### src/sv/ffha_ram.sv
// Generic simple dual-port RAM with one write port and one registered read port.
// Stand-alone; no package needed.
`timescale 1ns / 1ps
module ffha_ram #(
	parameter int WIDTH = 8,
	parameter int DEPTH = 16
) (
	input  logic                     clk,
	input  logic                     we,
	input  logic [$clog2(DEPTH)-1:0] waddr,
	input  logic [WIDTH-1:0]         wdata,
	input  logic                     re,
	input  logic [$clog2(DEPTH)-1:0] raddr,
	output logic [WIDTH-1:0]         rdata
);

	logic [WIDTH-1:0] mem [DEPTH];

	always_ff @(posedge clk) begin
		if (we) begin
			mem[waddr] <= wdata;
		end
		if (re) begin
			rdata <= mem[raddr];
		end
	end

endmodule

### config.mk
export PLATFORM = sky130hd
export DESIGN_NAME = ffha_ram
export DESIGN_NICKNAME = d
export VERILOG_FILES = /design/src/sv/ffha_ram.sv
export SDC_FILE = /design/constraint.sdc
export NUM_CORES = 1
export LEC_CHECK = 0
export ABC_AREA = 1
export ABC_CLOCK_PERIOD_IN_PS = 1400
export BUFFER_PORTS_ARGS = -buffer_cell sky130_fd_sc_hd__buf_2
export CAP_MARGIN = 20
export CORE_MARGIN = 8
export CORE_UTILIZATION = 33
export DETAILED_ROUTE_END_ITERATION = 12
export PLACE_DENSITY = 0.57
export SLEW_MARGIN = 40
export SYNTH_ARGS = -nofsm -noshare
export SYNTH_HDL_FRONTEND = slang
export SYNTH_SLANG_ARGS = --single-unit
### constraint.sdc
create_clock -name clk -period 1.4 [get_ports clk]
set_clock_uncertainty 0.1 [all_clocks]
set_input_delay 0.28 -clock clk [delete_from_list [all_inputs] [get_ports clk]]
set_output_delay 0.28 -clock clk [all_outputs]
set_load 0.01 [all_outputs]
==> flow_summary.yaml <==
die:
  dieArea_um2: 22200
  fp.dieH_um: 149
  ios: 27
  core_area_um2: 17300
  start_util_pct: 33.8
  rows: 48
  die_x_um: 149
global_routing:
  grt_max_degree: 33
  grt_pass1_vias: 3890
  grt-ovfl-total: 0
  grt_pass1_wl_mm: 21.5
  track_usage_pct: 13.1
  antenna_found_initial: 0
finish:
  area_growth_pct: 17.6
  fin_nets: 617
  layout-drive-gt1-share_pct: 12.3
  antenna_cells: 0
  final_util_pct: 39.8
sta:
  setup_viol_count_final: 0
  post-route-period-util_pct: 99.0
  finalHoldViolations: 0
  slew_headroom_pct: 71.4
  slew_violations: 0
  rsz0062_at_grt: "true"
  finalCriticalPeriod_ps: 1390
  max_freq_ghz: 0.722
  worst_slew_pin_slew_ps: 429
worst_setup_path:
  cp_num_buf_inv: 1
  critPathMaxFanout: 1
  end_kind: "output pin"
  critPathArrivalTime_ps: 1010
  cp_slowest_stage_delay_ps: 440
  criticalPathCategory: "reg2out"
  worst_ep_required_time_ps: 1020
  path_cells: "buf_6"
  cp-start-kind: "register"
  critPathTopFamily: "flip-flops"
  crit_slowest_cell: "edfxtp_1"
placed_design:
  portBuffers: 26
  gp_congestion: 0.781
  hpwl_mm: 8.55
synth:
  yosysWarningCount: 0
  synthTopCellsByArea: "edfxtp_1 (70%), nand2_1 (11%), nand3_1 (8.3%)"
  post_synth.cell_area_avg_um2: 10.6
  synth-seq-cells: 136
  yosys.area.top_type: "edfxtp_1"
  yosysTopAreaCellShare_pct: 69.8
  synth_seq_area_share_pct: 69.8
  synth_nets: 570
  syn-cell-area_um2: 5850
  ys_types: 11
  syn-instance-count: 551
clock_network:
  htree_levels: 4
  tritoncts: "yes"
  clk_latency_ps: 410
  cts_root_buf: "clkbuf_16"
  clock_sinks: 136
  clk_pin_slew_ps: 60
  clk_path_buf_depth: 2
  numCtsBuffers: 17
pwr:
  powerDensity_nw_per_um2: 1300
  leakagePower_nw: 2.94
  ir_worst_vdd_mv: 0.956
  power_mw: 8.93
drt:
  antenna_left: 0
  vias_per_cell: 4.61
  first_pass_iters: 5
  num_vias: 3847
  drc: 0
  totalWireLength_mm: 13.5
  drtIter0Drc: 310
  wire_per_inst_um: 16.1
run:
  max-cap-violations: 0
run_status:
  status: "finished clean"
worst_hold_path:
  holdCritPathClass: "in2reg"
## worst reg2reg max path: cells and delay by family, from the launching register on
family,cells,cell delay (ps)
simple gates,5,510
buf+inv,1,60
flops,1,370
## report_power, final
group          internal, mW  switching (mW)
Sequential             4.59          0.0256
Combinational         0.198           0.411
Clock                  2.19            1.51
Total                  6.98            1.95
## state kept, by name, indices dropped and copies added, names as in the netlist
| signal | count |
|---|---|
| rdata | 8 |
| mem | 128 |
## cells by family after synthesis
kind of cell,Yosys count,synth area share [%]
DFF,136,69.8
and+or+nand+nor,289,20.8
buffers and inverters,126,9.39
## layout make-up
cell class	instances	area (um2)
fill	1668	10400
sequential	136	4080
multi-input combinational	289	1220
clock buffer	22	444
timing repair buffer	52	432
inverter	102	383
tap	225	282
clock inverter	8	33.8
## stage by stage
stage	setup TNS, ps	cells	cell area [um2]	setup slack (ps)	hold WS (ps)
finish	0	834	6880	14.6	138
global route	-39.2	834	6880	-39.2	126
CTS	-8.66	834	6870	-8.66	126
detailed placement	-2160	804	6390	-215	561
global placement	-1610	804	6390	-221	559
floorplan	0	551	5850	69.2	279
## per-layer routing
layer | vias up | GRT usage (%) | wire, um
li1 | 1872 | - | -
met1 | 1832 | 16.7 | 6070
met2 | 114 | 19.9 | 6180
met3 | 29 | 3.97 | 857
met4 | 0 | 6.46 | 360
met5 | - | 0 | 0
## what timing repair did
item                       CTS  global route
setup endpoints to repair    1             2
resized for setup            1             1
hold buffers                 0             0
buffers inserted             0             0
## cell usage in the layout (no fill, tap or decap), drive strengths merged
cell type    n
nand2      173
edfxtp     136
inv        102
nand3       97
buf         52
clkbuf      22
nor2        17
clkinv       8
nand3b       2
## cell usage after synthesis, drive strengths merged
library cell / n
nand3b: 2
buf: 24
edfxtp: 136
nor2: 17
inv: 102
nand3: 97
nand2: 173
## final timing paths
check,start,slack (ps),endpoint,cells past startpoint
worst max-delay path,rdata[2],10,rdata[2],1
worst min-delay path,re,140,rdata[0],1
worst max register to register,mem[7][1],110,rdata[1],6
worst min register to register,mem[10][0],630,rdata[0],6
(Power assumes the default switching activity.)
