**src/sv/ffha_pkg.sv**
```systemverilog
// Shared types, constants and codes of the first-fit heap allocator.
// Used by ffha_ctrl and the top module; depends on nothing.
`timescale 1ns / 1ps
package ffha_pkg;

	localparam int ARENA_BYTES  = 4096;
	localparam int HEADER_BYTES = 8;
	localparam int ARENA_MIN    = 64;
	localparam int ADDR_W       = 12;
	localparam int SIZE_W       = 13;
	localparam int BLK_W        = 10;

	localparam logic [1:0] OP_ALLOC  = 2'd0;
	localparam logic [1:0] OP_FREE   = 2'd1;
	localparam logic [1:0] OP_REPORT = 2'd2;

	typedef struct packed {
		logic [SIZE_W-1:0] size;
		logic              start;
		logic              free;
	} hdr_t;

	localparam int HDR_W = $bits(hdr_t);

	typedef struct packed {
		logic [1:0]        op;
		logic [SIZE_W-1:0] req;
		logic [ADDR_W-1:0] rel;
	} item_t;

	typedef struct packed {
		logic [SIZE_W-1:0] lf;
		logic [SIZE_W-1:0] ub;
		logic [BLK_W-1:0]  nb;
		logic [ADDR_W-1:0] granted;
		logic              ok;
	} result_t;

	typedef struct packed {
		logic              we;
		logic [ADDR_W-1:0] waddr;
		hdr_t              wdata;
		logic              re;
		logic [ADDR_W-1:0] raddr;
	} main_req_t;

	typedef struct packed {
		logic              we;
		logic [ADDR_W-1:0] waddr;
		logic [ADDR_W-1:0] wdata;
		logic              re;
		logic [ADDR_W-1:0] raddr;
	} back_req_t;

	typedef enum logic [4:0] {
		ST_CLR, ST_INIT, ST_IDLE,
		ST_A_RD, ST_A_CHK, ST_A_W2,
		ST_F_RD, ST_F_B, ST_F_P, ST_F_N, ST_F_NX, ST_F_W1, ST_F_W2, ST_F_W3,
		ST_R_RD, ST_R_CHK, ST_DONE
	} state_t;

endpackage

```
**src/sv/ffha_ctrl.sv**
```systemverilog
// Request sequencer: walks the block chain in header memory, splits, merges and reports.
// Depends on ffha_pkg; drives the header and back-link memories.
`timescale 1ns / 1ps
module ffha_ctrl (
	input  logic                      clk,
	input  logic                      arst_n,
	input  logic                      cfg_we,
	input  logic [12:0]               cfg_wdata,
	input  logic                      start,
	input  ffha_pkg::item_t           item,
	output logic                      idle,
	output logic                      res_valid,
	input  logic                      res_ready,
	output ffha_pkg::result_t         res,
	output ffha_pkg::main_req_t       main_req,
	input  ffha_pkg::hdr_t            main_rdata,
	output ffha_pkg::back_req_t       back_req,
	input  logic [ffha_pkg::ADDR_W-1:0] back_rdata
);

	localparam logic [ffha_pkg::SIZE_W-1:0] HDR = ffha_pkg::SIZE_W'(ffha_pkg::HEADER_BYTES);
	localparam logic [ffha_pkg::SIZE_W-1:0] AMAX = ffha_pkg::SIZE_W'(ffha_pkg::ARENA_BYTES);
	localparam logic [ffha_pkg::SIZE_W-1:0] AMIN = ffha_pkg::SIZE_W'(ffha_pkg::ARENA_MIN);
	localparam logic [ffha_pkg::ADDR_W-1:0] CLR_LAST = ffha_pkg::ADDR_W'(ffha_pkg::ARENA_BYTES - 1);

	ffha_pkg::state_t state_q, state_d;
	logic [ffha_pkg::SIZE_W-1:0] arena_q;
	logic [ffha_pkg::ADDR_W-1:0] clr_q;
	ffha_pkg::item_t   item_q;
	ffha_pkg::result_t res_q;
	logic [ffha_pkg::SIZE_W-1:0] off_q, nxt_q, after_q;
	logic [ffha_pkg::BLK_W-1:0]  nb_q;
	logic [ffha_pkg::SIZE_W-1:0] ub_q, lf_q;
	logic [ffha_pkg::ADDR_W-1:0] b_q, p_q;
	logic [ffha_pkg::SIZE_W-1:0] sb_q, sp_q, nx_q, snx_q;
	logic pf_q, nf_q;

	logic [ffha_pkg::SIZE_W-1:0] cfg_sat, pay, rem, nxt, after, off_walk, merged, nn;
	logic [ffha_pkg::ADDR_W-1:0] b;
	logic fit, split, off_in, bad_rel;

	always_comb begin
		cfg_sat  = (cfg_wdata > AMAX) ? AMAX : ((cfg_wdata < AMIN) ? AMIN : cfg_wdata);
		pay      = main_rdata.size - HDR;
		fit      = main_rdata.free && (pay >= item_q.req);
		rem      = pay - item_q.req;
		split    = rem >= HDR;
		nxt      = off_q + HDR + item_q.req;
		after    = nxt + rem;
		off_walk = off_q + main_rdata.size;
		off_in   = off_q < arena_q;
		b        = item_q.rel - ffha_pkg::ADDR_W'(ffha_pkg::HEADER_BYTES);
		bad_rel  = ({1'b0, item_q.rel} < HDR) || ({1'b0, b} >= arena_q);
		merged   = sb_q + (pf_q ? sp_q : '0) + (nf_q ? snx_q : '0);
		nn       = nx_q + snx_q;
	end

	always_comb begin
		state_d = state_q;
		case (state_q)
			ffha_pkg::ST_CLR:   if (clr_q == CLR_LAST) state_d = ffha_pkg::ST_INIT;
			ffha_pkg::ST_INIT:  state_d = ffha_pkg::ST_IDLE;
			ffha_pkg::ST_IDLE: begin
				if (start) begin
					case (item.op)
						ffha_pkg::OP_ALLOC:  state_d = ffha_pkg::ST_A_RD;
						ffha_pkg::OP_FREE:   state_d = ffha_pkg::ST_F_RD;
						ffha_pkg::OP_REPORT: state_d = ffha_pkg::ST_R_RD;
						default:             state_d = ffha_pkg::ST_DONE;
					endcase
				end
			end
			ffha_pkg::ST_A_RD:  state_d = off_in ? ffha_pkg::ST_A_CHK : ffha_pkg::ST_DONE;
			ffha_pkg::ST_A_CHK: begin
				if (fit) state_d = split ? ffha_pkg::ST_A_W2 : ffha_pkg::ST_DONE;
				else state_d = ffha_pkg::ST_A_RD;
			end
			ffha_pkg::ST_A_W2:  state_d = ffha_pkg::ST_DONE;
			ffha_pkg::ST_F_RD:  state_d = bad_rel ? ffha_pkg::ST_DONE : ffha_pkg::ST_F_B;
			ffha_pkg::ST_F_B: begin
				if (!main_rdata.start || main_rdata.free) state_d = ffha_pkg::ST_DONE;
				else state_d = (b_q != '0) ? ffha_pkg::ST_F_P : ffha_pkg::ST_F_N;
			end
			ffha_pkg::ST_F_P:   state_d = ffha_pkg::ST_F_N;
			ffha_pkg::ST_F_N:   state_d = (nx_q < arena_q) ? ffha_pkg::ST_F_NX : ffha_pkg::ST_F_W1;
			ffha_pkg::ST_F_NX:  state_d = ffha_pkg::ST_F_W1;
			ffha_pkg::ST_F_W1:  state_d = ffha_pkg::ST_F_W2;
			ffha_pkg::ST_F_W2:  state_d = ffha_pkg::ST_F_W3;
			ffha_pkg::ST_F_W3:  state_d = ffha_pkg::ST_DONE;
			ffha_pkg::ST_R_RD:  state_d = off_in ? ffha_pkg::ST_R_CHK : ffha_pkg::ST_DONE;
			ffha_pkg::ST_R_CHK: state_d = ffha_pkg::ST_R_RD;
			ffha_pkg::ST_DONE:  if (res_ready) state_d = ffha_pkg::ST_IDLE;
			default:            state_d = ffha_pkg::ST_CLR;
		endcase
		if (cfg_we) state_d = ffha_pkg::ST_CLR;
	end

	always_comb begin
		main_req  = '0;
		back_req  = '0;
		idle      = state_q == ffha_pkg::ST_IDLE;
		res_valid = state_q == ffha_pkg::ST_DONE;
		res       = res_q;
		case (state_q)
			ffha_pkg::ST_CLR: begin
				main_req.we    = 1'b1;
				main_req.waddr = clr_q;
			end
			ffha_pkg::ST_INIT: begin
				main_req.we    = 1'b1;
				main_req.wdata = '{size: arena_q, start: 1'b1, free: 1'b1};
			end
			ffha_pkg::ST_A_RD, ffha_pkg::ST_R_RD: begin
				main_req.re    = off_in;
				main_req.raddr = off_q[ffha_pkg::ADDR_W-1:0];
			end
			ffha_pkg::ST_A_CHK: begin
				if (fit && split) begin
					main_req.we    = 1'b1;
					main_req.waddr = nxt[ffha_pkg::ADDR_W-1:0];
					main_req.wdata = '{size: rem, start: 1'b1, free: 1'b1};
					back_req.we    = 1'b1;
					back_req.waddr = nxt[ffha_pkg::ADDR_W-1:0];
					back_req.wdata = off_q[ffha_pkg::ADDR_W-1:0];
				end else if (fit) begin
					main_req.we    = 1'b1;
					main_req.waddr = off_q[ffha_pkg::ADDR_W-1:0];
					main_req.wdata = '{size: main_rdata.size, start: 1'b1, free: 1'b0};
				end
			end
			ffha_pkg::ST_A_W2: begin
				main_req.we    = 1'b1;
				main_req.waddr = off_q[ffha_pkg::ADDR_W-1:0];
				main_req.wdata = '{size: HDR + item_q.req, start: 1'b1, free: 1'b0};
				back_req.we    = after_q < arena_q;
				back_req.waddr = after_q[ffha_pkg::ADDR_W-1:0];
				back_req.wdata = nxt_q[ffha_pkg::ADDR_W-1:0];
			end
			ffha_pkg::ST_F_RD: begin
				main_req.re    = !bad_rel;
				main_req.raddr = b;
				back_req.re    = !bad_rel;
				back_req.raddr = b;
			end
			ffha_pkg::ST_F_B: begin
				main_req.re    = 1'b1;
				main_req.raddr = back_rdata;
			end
			ffha_pkg::ST_F_N: begin
				main_req.re    = nx_q < arena_q;
				main_req.raddr = nx_q[ffha_pkg::ADDR_W-1:0];
			end
			ffha_pkg::ST_F_W1: begin
				main_req.we    = 1'b1;
				main_req.waddr = pf_q ? p_q : b_q;
				main_req.wdata = '{size: merged, start: 1'b1, free: 1'b1};
				if (nf_q) begin
					back_req.we    = nn < arena_q;
					back_req.waddr = nn[ffha_pkg::ADDR_W-1:0];
					back_req.wdata = pf_q ? p_q : b_q;
				end else begin
					back_req.we    = pf_q && (nx_q < arena_q);
					back_req.waddr = nx_q[ffha_pkg::ADDR_W-1:0];
					back_req.wdata = p_q;
				end
			end
			ffha_pkg::ST_F_W2: begin
				main_req.we    = pf_q;
				main_req.waddr = b_q;
			end
			ffha_pkg::ST_F_W3: begin
				main_req.we    = nf_q;
				main_req.waddr = nx_q[ffha_pkg::ADDR_W-1:0];
			end
			default: begin
			end
		endcase
	end

	always_ff @(posedge clk or negedge arst_n) begin
		if (!arst_n) begin
			state_q <= ffha_pkg::ST_CLR;
			arena_q <= AMAX;
			clr_q   <= '0;
		end else begin
			state_q <= state_d;
			if (cfg_we) begin
				arena_q <= cfg_sat;
				clr_q   <= '0;
			end else if (state_q == ffha_pkg::ST_CLR) begin
				clr_q <= clr_q + 1'b1;
			end
		end
	end

	always_ff @(posedge clk) begin
		case (state_q)
			ffha_pkg::ST_IDLE: begin
				item_q <= item;
				res_q  <= '0;
				off_q  <= '0;
				nb_q   <= '0;
				ub_q   <= '0;
				lf_q   <= '0;
			end
			ffha_pkg::ST_A_CHK: begin
				if (fit) begin
					res_q.ok      <= 1'b1;
					res_q.granted <= off_q[ffha_pkg::ADDR_W-1:0] +
					                 ffha_pkg::ADDR_W'(ffha_pkg::HEADER_BYTES);
					nxt_q         <= nxt;
					after_q       <= after;
				end else begin
					off_q <= off_walk;
				end
			end
			ffha_pkg::ST_F_RD: b_q <= b;
			ffha_pkg::ST_F_B: begin
				p_q  <= back_rdata;
				sb_q <= main_rdata.size;
				nx_q <= {1'b0, b_q} + main_rdata.size;
				pf_q <= 1'b0;
			end
			ffha_pkg::ST_F_P: begin
				pf_q <= ({1'b0, p_q} < arena_q) && main_rdata.start && main_rdata.free;
				sp_q <= main_rdata.size;
			end
			ffha_pkg::ST_F_N:  nf_q <= 1'b0;
			ffha_pkg::ST_F_NX: begin
				nf_q  <= main_rdata.free;
				snx_q <= main_rdata.size;
			end
			ffha_pkg::ST_F_W1: res_q.ok <= 1'b1;
			ffha_pkg::ST_R_RD: begin
				if (!off_in) begin
					res_q.ok <= 1'b1;
					res_q.nb <= nb_q;
					res_q.ub <= ub_q;
					res_q.lf <= lf_q;
				end
			end
			ffha_pkg::ST_R_CHK: begin
				if (main_rdata.free) begin
					if (pay > lf_q) lf_q <= pay;
				end else begin
					nb_q <= nb_q + 1'b1;
					ub_q <= ub_q + pay;
				end
				off_q <= off_walk;
			end
			default: begin
			end
		endcase
	end

	a_cfg_clears: assert property (@(posedge clk) disable iff (!arst_n)
		cfg_we |=> state_q == ffha_pkg::ST_CLR && clr_q == '0)
		else $error("configuration write did not start a clearing pass");
	a_grant_in_arena: assert property (@(posedge clk) disable iff (!arst_n)
		(state_q == ffha_pkg::ST_A_CHK && fit) |-> off_q < arena_q)
		else $error("grant outside the arena");
	a_merge_bounded: assert property (@(posedge clk) disable iff (!arst_n)
		state_q == ffha_pkg::ST_F_W1 |-> merged >= sb_q && nx_q <= arena_q)
		else $error("merged block runs past the arena");
	a_result_held: assert property (@(posedge clk) disable iff (!arst_n)
		(res_valid && !res_ready && !cfg_we) |=> res_valid && $stable(res_q))
		else $error("pending result changed");

endmodule

```
**config.mk**
```make
export PLATFORM = sky130hd
export DESIGN_NAME = ffha_ctrl
export DESIGN_NICKNAME = d
export VERILOG_FILES = /design/src/sv/ffha_pkg.sv /design/src/sv/ffha_ctrl.sv
export SDC_FILE = /design/constraint.sdc
export NUM_CORES = 1
export LEC_CHECK = 0
export ABC_AREA = 1
export BUFFER_PORTS_ARGS = -buffer_cell sky130_fd_sc_hd__buf_2
export CORE_ASPECT_RATIO = 0.8
export CORE_MARGIN = 5
export CORE_UTILIZATION = 45
export CTS_BUF_LIST = sky130_fd_sc_hd__clkbuf_2 sky130_fd_sc_hd__clkbuf_4 sky130_fd_sc_hd__clkbuf_8
export CTS_CLUSTER_SIZE = 12
export DETAILED_ROUTE_END_ITERATION = 6
export HOLD_SLACK_MARGIN = 0.03
export SYNTH_ARGS = -nofsm -noshare
export SYNTH_HDL_FRONTEND = slang
export SYNTH_SLANG_ARGS = --single-unit
```
**constraint.sdc**
```tcl
create_clock -name clk -period 5.5 [get_ports clk]
set_clock_uncertainty 0.1 [all_clocks]
set_input_delay 0.825 -clock clk [delete_from_list [all_inputs] [get_ports clk]]
set_output_delay 0.825 -clock clk [all_outputs]
set_load 0.005 [all_outputs]
```
==> impl_metrics.env, run 1 <==
export IMPL_start_kind="flip-flop"
export IMPL_synthSimpleGateAreaFrac_pct=19.35
export IMPL_path_delay_family="compound AO/OA/AOI/OAI gates"
export IMPL_setup_viol=0
export IMPL_drc_errors=0
export IMPL_grt_max_degree=39
export IMPL_synth_compound_area_share_pct=14.78
export IMPL_yosysMostFrequentCell="nand2_1"
export IMPL_maxClockFrequency_mhz=187.0
export IMPL_wl_per_cell_microns=25.79
export IMPL_core_area_sq_um=41660
export IMPL_synth_top_family_by_area="simple AND/OR/NAND/NOR gates"
export IMPL_rows=67
export IMPL_yosysWarnings=0
export IMPL_ir_worst_vdd_mv=0.3047
export IMPL_synthMuxAreaShare_pct=0.1062
export IMPL_drive_gt1_share_pct=16.79
export IMPL_cp_data_required_time_ps=4580
export IMPL_die_h_microns=193.1
export IMPL_dr_pass1_iters=5
export IMPL_clockRootBuffer="clkbuf_8"
export IMPL_hold_path_class="input port to async pin"
export IMPL_synth_top_area_share_pct=35.99
export IMPL_synthAdderAreaFrac_pct=15.26
export IMPL_status="complete, no violations"
export IMPL_dp_slack_ps=-1.021
export IMPL_antenna_found_initial=3
export IMPL_gp_congestion=1.045
export IMPL_path_class="flip-flop to primary output"
export IMPL_hpwl_microns=64070
export IMPL_grt_pass1_wl_microns=112700
export IMPL_grt_usage_pct=33.66
export IMPL_areaGrowthSynthToFinish_pct=17.56
export IMPL_port_buffers=201
export IMPL_htreeDepth=2
export IMPL_clkSinkCount=256
export IMPL_synth_seq_cells=256
export IMPL_syn_avg_cell_area_sq_um=8.399
export IMPL_grt_pass1_vias=16960
export IMPL_max_stage_delay_ps=510
export IMPL_die_area_sq_um=46120
export IMPL_slew_violations=0
export IMPL_finalHoldViolations=0
export IMPL_ys_flop_type="edfxtp_1"
export IMPL_slew_headroom_pct=25.75
export IMPL_finalPower_w=0.004824
export IMPL_synth_edf_count=226
export IMPL_power_leakage_nw=10.43
export IMPL_cp_max_fo=4
export IMPL_finalNetCount=2822
export IMPL_grt_ovfl_total=0
export IMPL_worst_pin_slew_ps=1113
export IMPL_synthTopCellsByCount="418 x nand2_1, 337 x inv_1, 226 x edfxtp_1"
export IMPL_synth_area_sq_um=18860
export IMPL_whs_ps=137.1
export IMPL_cts_tree="done"
export IMPL_via_per_inst=5.862
export IMPL_worstSetupEndpointType="primary output"
export IMPL_synth_cell_types=54
export IMPL_slowest_stage="edfxtp_1"
export IMPL_crit_path_frequent_cell="nand2_1"
export IMPL_ys_seq_area_share_pct=39.98
export IMPL_period_minus_slack_ps=5347
export IMPL_clk_pin_slew_ps=80
export IMPL_async_reset_ff_share_pct=11.72
export IMPL_ant_nets=0
export IMPL_fin_crit_sh_pct=97.22
export IMPL_io_pins=202
export IMPL_drt_iter0_markers=2379
export IMPL_cap_violations=0
export IMPL_place_area_sq_um=20960
export IMPL_synth_area_leader_cell="edfxtp_1"
export IMPL_post_route_util_pct=53.21
export IMPL_antennaDiodeCount=0
export IMPL_power_per_cell_area_nw_per_um2=217.6
export IMPL_crit_arrival_ps=4420
export IMPL_initial_core_util_pct=45.26
export IMPL_finalInstanceArea_sq_um=22170
export IMPL_num_vias=18280
export IMPL_syn_inst=2245
export IMPL_hold_buffers=0
export IMPL_die_width_microns=238.9
export IMPL_cts_made_buffers=47
export IMPL_clkLatencyLatePin_ps=680
export IMPL_routed_wl_microns=80440
export IMPL_cts_buffer_depth=3
export IMPL_synthesis_nets=2535
export IMPL_crit_buf_inv=2
export IMPL_setup_ws_ps=153.2
export IMPL_synth_area_leaders="edfxtp_1 36%, ha_1 13%, nand2_1 8.3%"
export IMPL_path_cells="ha_1, fa_1, nand3_1, nand2_1, a31oi_1, o21ai_0, nand2_1, nand3_1, nand2_1, inv_1, ha_1, a21oi_1, o21ai_0, a21oi_1, nand2_1, nand2_1, nand3_1, o211ai_1, buf_2"
export IMPL_synth_xor_area_share_pct=2.694
[layout make-up]
type	count	area, sq um
Multi-Input combinational cell	1601	9927
Fill cell	3940	19500
Clock inverter	18	244.0
Inverter	346	1299
Clock buffer	66	814.5
Timing Repair Buffer	280	1654
Tap cell	552	690.7
Sequential cell	256	7538
[layer usage]
metal	share of wire, %	global-route usage, %	vias up
li1	-	-	8342
met1	44	47.60	8688
met2	38	44.93	1059
met3	14	14.58	191
met4	4.3	13.64	4
met5	0.032	0	-
[state kept, by name, indices dropped and copies added, names as in the netlist]
| signal | flops |
|---|---|
| off_q | 13 |
| ub_q | 13 |
| b_q | 12 |
| after_q | 13 |
| clr_q | 12 |
| state_q | 5 |
| pf_q | 1 |
| nx_q | 13 |
| sb_q | 13 |
| nf_q | 1 |
| p_q | 12 |
| nb_q | 10 |
| lf_q | 13 |
| arena_q | 13 |
| item_q | 25 |
| nxt_q | 12 |
| res | 49 |
| sp_q | 13 |
| snx_q | 13 |
[layout by cell type (no fill, tap or decap), drive strengths merged, types with 3 or more instances in the layout]
cell     synthesis  final
and2             3      3
a21oi          188    188
a211oi          14     14
o31ai            6      6
a31oi           14     14
a21o             6      6
nand3b           5      5
nand4           42     42
o21ai          130    130
a22oi            7      7
nand3          103    103
o2111ai          8      8
o22ai           33     33
xnor2           21     21
nor4            11     11
o21a             5      5
ha             198    198
dfrtp           29     29
o211ai          32     32
nand2          430    430
nor2           205    205
xor2            37     37
fa              20     20
bufinv           0      6
clkbuf          32     67
clkinv           3     13
nor3            38     38
o221ai          10     10
buf             10    279
or2             11     11
inv            343    344
o21bai           4      4
a221oi           9      9
edfxtp         226    226
[report_power, final]
part           switching (W)  internal (W)  leakage (nW)
combinational       0.000368      0.000181          7.58
sequential         0.0000101       0.00212          2.29
clock               0.000910       0.00124         0.553
total                0.00129       0.00353          10.4
[through the flow]
step / instances / setup TNS [ps]
2_1_floorplan: 2245 / 0
3_3_place_gp: 3028 / 0
3_5_place_dp: 3028 / -1.021
4_1_cts: 3112 / 0
5_1_grt: 3119 / -13.30
6_report: 3119 / 0
[cell families after synthesis]
family                     after synthesis
DFF                                    256
xor gates and xnor gates                58
AOI/OAI and AO/OA                      470
adders and majority gates              218
and+or+nand+nor                        853
buffers and inverters                  388
muxes                                    2
[worst register-to-register path: stages, from the launching register on]
cell,delay (ps)
edfxtp_1,320
buf_4,180
inv_1,210
ha_1,340
inv_1,40
ha_1,340
nand2_1,80
o21ai_0,430
xor2_1,580
ha_1,410
nand2_1,120
nor2_1,80
nor4_1,440
o21ai_0,200
xor2_1,170
[worst paths after layout]
kind                                         from                       to  slack, ps  cells after the start
setup reg to reg           off_q[3]$_SDFFCE_PN0P_     after_q[7]$_DFFE_PP_       1170                     14
max in group asynchronous                  arst_n     clr_q[1]$_DFFE_PN0P_       4700                      1
min in group clk                          item[8]      item_q[8]$_DFFE_PP_        240                      1
hold / removal                             arst_n  arena_q[11]$_DFFE_PN0P_        140                      1
hold reg to reg               item_q[0]$_DFFE_PP_         b_q[0]$_DFFE_PN_        360                      0
setup / recovery                nx_q[0]$_DFFE_PP_             back_req[37]        150                     19
[what timing repair did]
| item | 4_1_cts | 5_1_grt |
|---|---|---|
| setup endpoints to repair | 2 | 53 |
| resized for setup | 2 | 20 |
| buffers inserted | 0 | 6 |
| pin swaps | 0 | 6 |
| cloned | 0 | 1 |
Note: power is estimated with default switching activity, not from simulation.
==> run 2, diff against run 1 <==
--- a/config.mk
+++ b/config.mk
@@ -14,6 +14,7 @@
 export CTS_CLUSTER_SIZE = 12
 export DETAILED_ROUTE_END_ITERATION = 6
 export HOLD_SLACK_MARGIN = 0.03
+export PLACE_DENSITY = 0.69
 export SYNTH_ARGS = -nofsm -noshare
 export SYNTH_HDL_FRONTEND = slang
 export SYNTH_SLANG_ARGS = --single-unit
==> run 2 against run 1 <==
Compared with the run above:
- the run now ends with design-rule violations left
- wire length is 3.6% lower
- final cell count is 0.96% lower
- clock-buffer cell count fell by 7
- combinational power is 3% lower
- worst hold slack worse by 5.7 ps
- sequential power about the same
- clock power down 6%
- critical path depth rose by 4
- first-iteration DRC count rose by 15%
- global-route usage down 0.98 points
- critical path type is now input port to primary output
- critical endpoint is now main_req[25]
- highest routed layer is now met4
==> impl_metrics.env, run 2 (synthesis gave the netlist of run 1 again) <==
export IMPL_fillCellCount=3961
export IMPL_slew_violations=0
export IMPL_clkSinkCount=256
export IMPL_finalHoldViolations=0
export IMPL_die_h_microns=193.1
export IMPL_grt_ovfl_total=0
export IMPL_htreeDepth=2
export IMPL_cts_tree="done"
export IMPL_fin_cells=3089
export IMPL_crit_path_frequent_cell="nand2_1"
export IMPL_largest_reg_flops=49
export IMPL_drt_iter0_markers=2730
export IMPL_dp_cells=3007
export IMPL_clk_pin_slew_ps=80
export IMPL_path_class="input port to primary output"
export IMPL_crit_arrival_ps=4390
export IMPL_hpwl_microns=61600
export IMPL_setup_ws_ps=181.9
export IMPL_worst_pin_slew_ps=1077
export IMPL_grt_max_degree=38
export IMPL_clkLatencyLatePin_ps=650
export IMPL_routed_wl_microns=77530
export IMPL_antennaDiodeCount=0
export IMPL_clockRootBuffer="clkbuf_8"
export IMPL_period_minus_slack_ps=5318
export IMPL_die_width_microns=238.9
export IMPL_power_per_cell_area_nw_per_um2=214.0
export IMPL_grt_usage_pct=32.68
export IMPL_drive_gt1_share_pct=15.57
export IMPL_violations="design-rule violations"
export IMPL_cp_max_fo=14
export IMPL_initial_core_util_pct=45.26
export IMPL_cts_buffer_depth=3
export IMPL_via_per_inst=5.921
export IMPL_cp_data_required_time_ps=4580
export IMPL_post_route_util_pct=52.45
export IMPL_rows=67
export IMPL_core_area_sq_um=41660
export IMPL_dp_slack_ps=-48.49
export IMPL_slowest_stage="ha_2"
export IMPL_antenna_found_initial=0
export IMPL_power_leakage_nw=10.26
export IMPL_gp_congestion=1.108
export IMPL_slew_headroom_pct=27.95
export IMPL_whs_ps=131.4
export IMPL_finalInstanceArea_sq_um=21850
export IMPL_die_area_sq_um=46120
export IMPL_max_stage_delay_ps=460
export IMPL_maxClockFrequency_mhz=188.0
export IMPL_finalNetCount=2795
export IMPL_path_cells="buf_2, inv_1, nand2_1, nor3_1, nand3_1, o21ai_0, nand2_1, ha_2, nand2_1, nor2_1, and2_1, nand2_1, nand3_1, nand2_1, nand2_1, nand2_1, nor2_4, buf_4, a21oi_4, buf_12, nand2_1, nand3_2, buf_2"
export IMPL_fin_crit_sh_pct=96.69
export IMPL_setup_viol=0
export IMPL_final_common_cell="nand2_1"
export IMPL_rsz0062_at_grt="no"
export IMPL_ant_nets=0
export IMPL_cts_made_buffers=46
export IMPL_drc_errors=3
export IMPL_worstSetupEndpointType="primary output"
export IMPL_hold_path_class="input port to async pin"
export IMPL_start_kind="input port"
export IMPL_reg2reg_slack_ps=1060
export IMPL_io_pins=202
export IMPL_num_vias=18290
export IMPL_grt_pass1_wl_microns=110900
export IMPL_place_area_sq_um=20780
export IMPL_areaGrowthSynthToFinish_pct=15.89
export IMPL_grt_pass1_vias=17140
export IMPL_ir_worst_vdd_mv=0.2262
export IMPL_wl_per_cell_microns=25.10
export IMPL_cap_violations=0
export IMPL_dr_pass1_iters=7
export IMPL_status="finished with violations"
export IMPL_mostFrequentLayoutCells="416 x nand2_1, 335 x inv_1, 226 x edfxtp_1"
export IMPL_port_buffers=201
## run 2: cell count changes in the layout (fill, tap and decap cells not counted), sizes merged
cell and delta:
bufinv -1, buf -25, inv -1, clkbuf -8
clkinv +5
## run 2: worst paths after layout
check,startpoint,endpoint,cells past startpoint
hold reg to reg,item_q[0]$_DFFE_PP_,b_q[0]$_DFFE_PN_,0
setup reg to reg,off_q[3]$_SDFFCE_PN0P_,after_q[7]$_DFFE_PP_,13
min in group clk,item[2],item_q[2]$_DFFE_PP_,1
max in group asynchronous,arst_n,arena_q[2]$_DFFE_PN0P_,1
hold / removal,arst_n,state_q[3]$_DFFE_PN0P_,1
setup / recovery,main_rdata[7],main_req[25],23
## run 2: layer usage
layer | vias to the layer above | track usage, % | wire length (microns)
met2 | 1191 | 46.22 | 30900
met3 | 218 | 10.45 | 10360
li1 | 8295 | - | -
met4 | 0 | 12.71 | 3426
met5 | - | 0 | 0
met1 | 8585 | 46.63 | 32840
## run 2: layout make-up
| type | count | area [sq um] | share of cell area, % |
|---|---|---|---|
| Sequential cell | 256 | 7538 | 34.50 |
| Timing Repair Buffer | 254 | 1420 | 6.499 |
| Clock inverter | 21 | 225.2 | 1.031 |
| Clock buffer | 59 | 755.7 | 3.459 |
| Tap cell | 552 | 690.7 | 3.161 |
| Multi-Input combinational cell | 1601 | 9920 | 45.40 |
| Inverter | 346 | 1301 | 5.955 |
## run 2: report_power, final
part / switching (W) / leakage, nW / total [W] / internal, W
Sequential: 0.00000899 / 2.29 / 0.00212 / 0.00212
Clock: 0.000887 / 0.516 / 0.00202 / 0.00113
Combinational: 0.000361 / 7.45 / 0.000534 / 0.000174
## run 2: through the flow
step / total power, W / TNS [ps]
floorplan: 0.002459 / 0
global route: 0.004837 / 0
finish: 0.004676 / 0
global placement: 0.002661 / 0
detailed placement: 0.002673 / -120.0
CTS: 0.004683 / 0
## run 2: what timing repair did
action,4_1_cts,5_1_grt
hold endpoints to repair,0,0
pin swaps,0,4
buffers inserted,0,2
hold buffers,0,0
gates resized for setup,1,18
setup endpoints to repair,4,53
## run 2: critical path: cells and delay by family
kind / cells / cell delay (ps)
and+or+nand+nor: 15 / 2110
buffers and inverters: 5 / 690
adders and majority gates: 1 / 460
AOI/OAI and AO/OA: 2 / 310
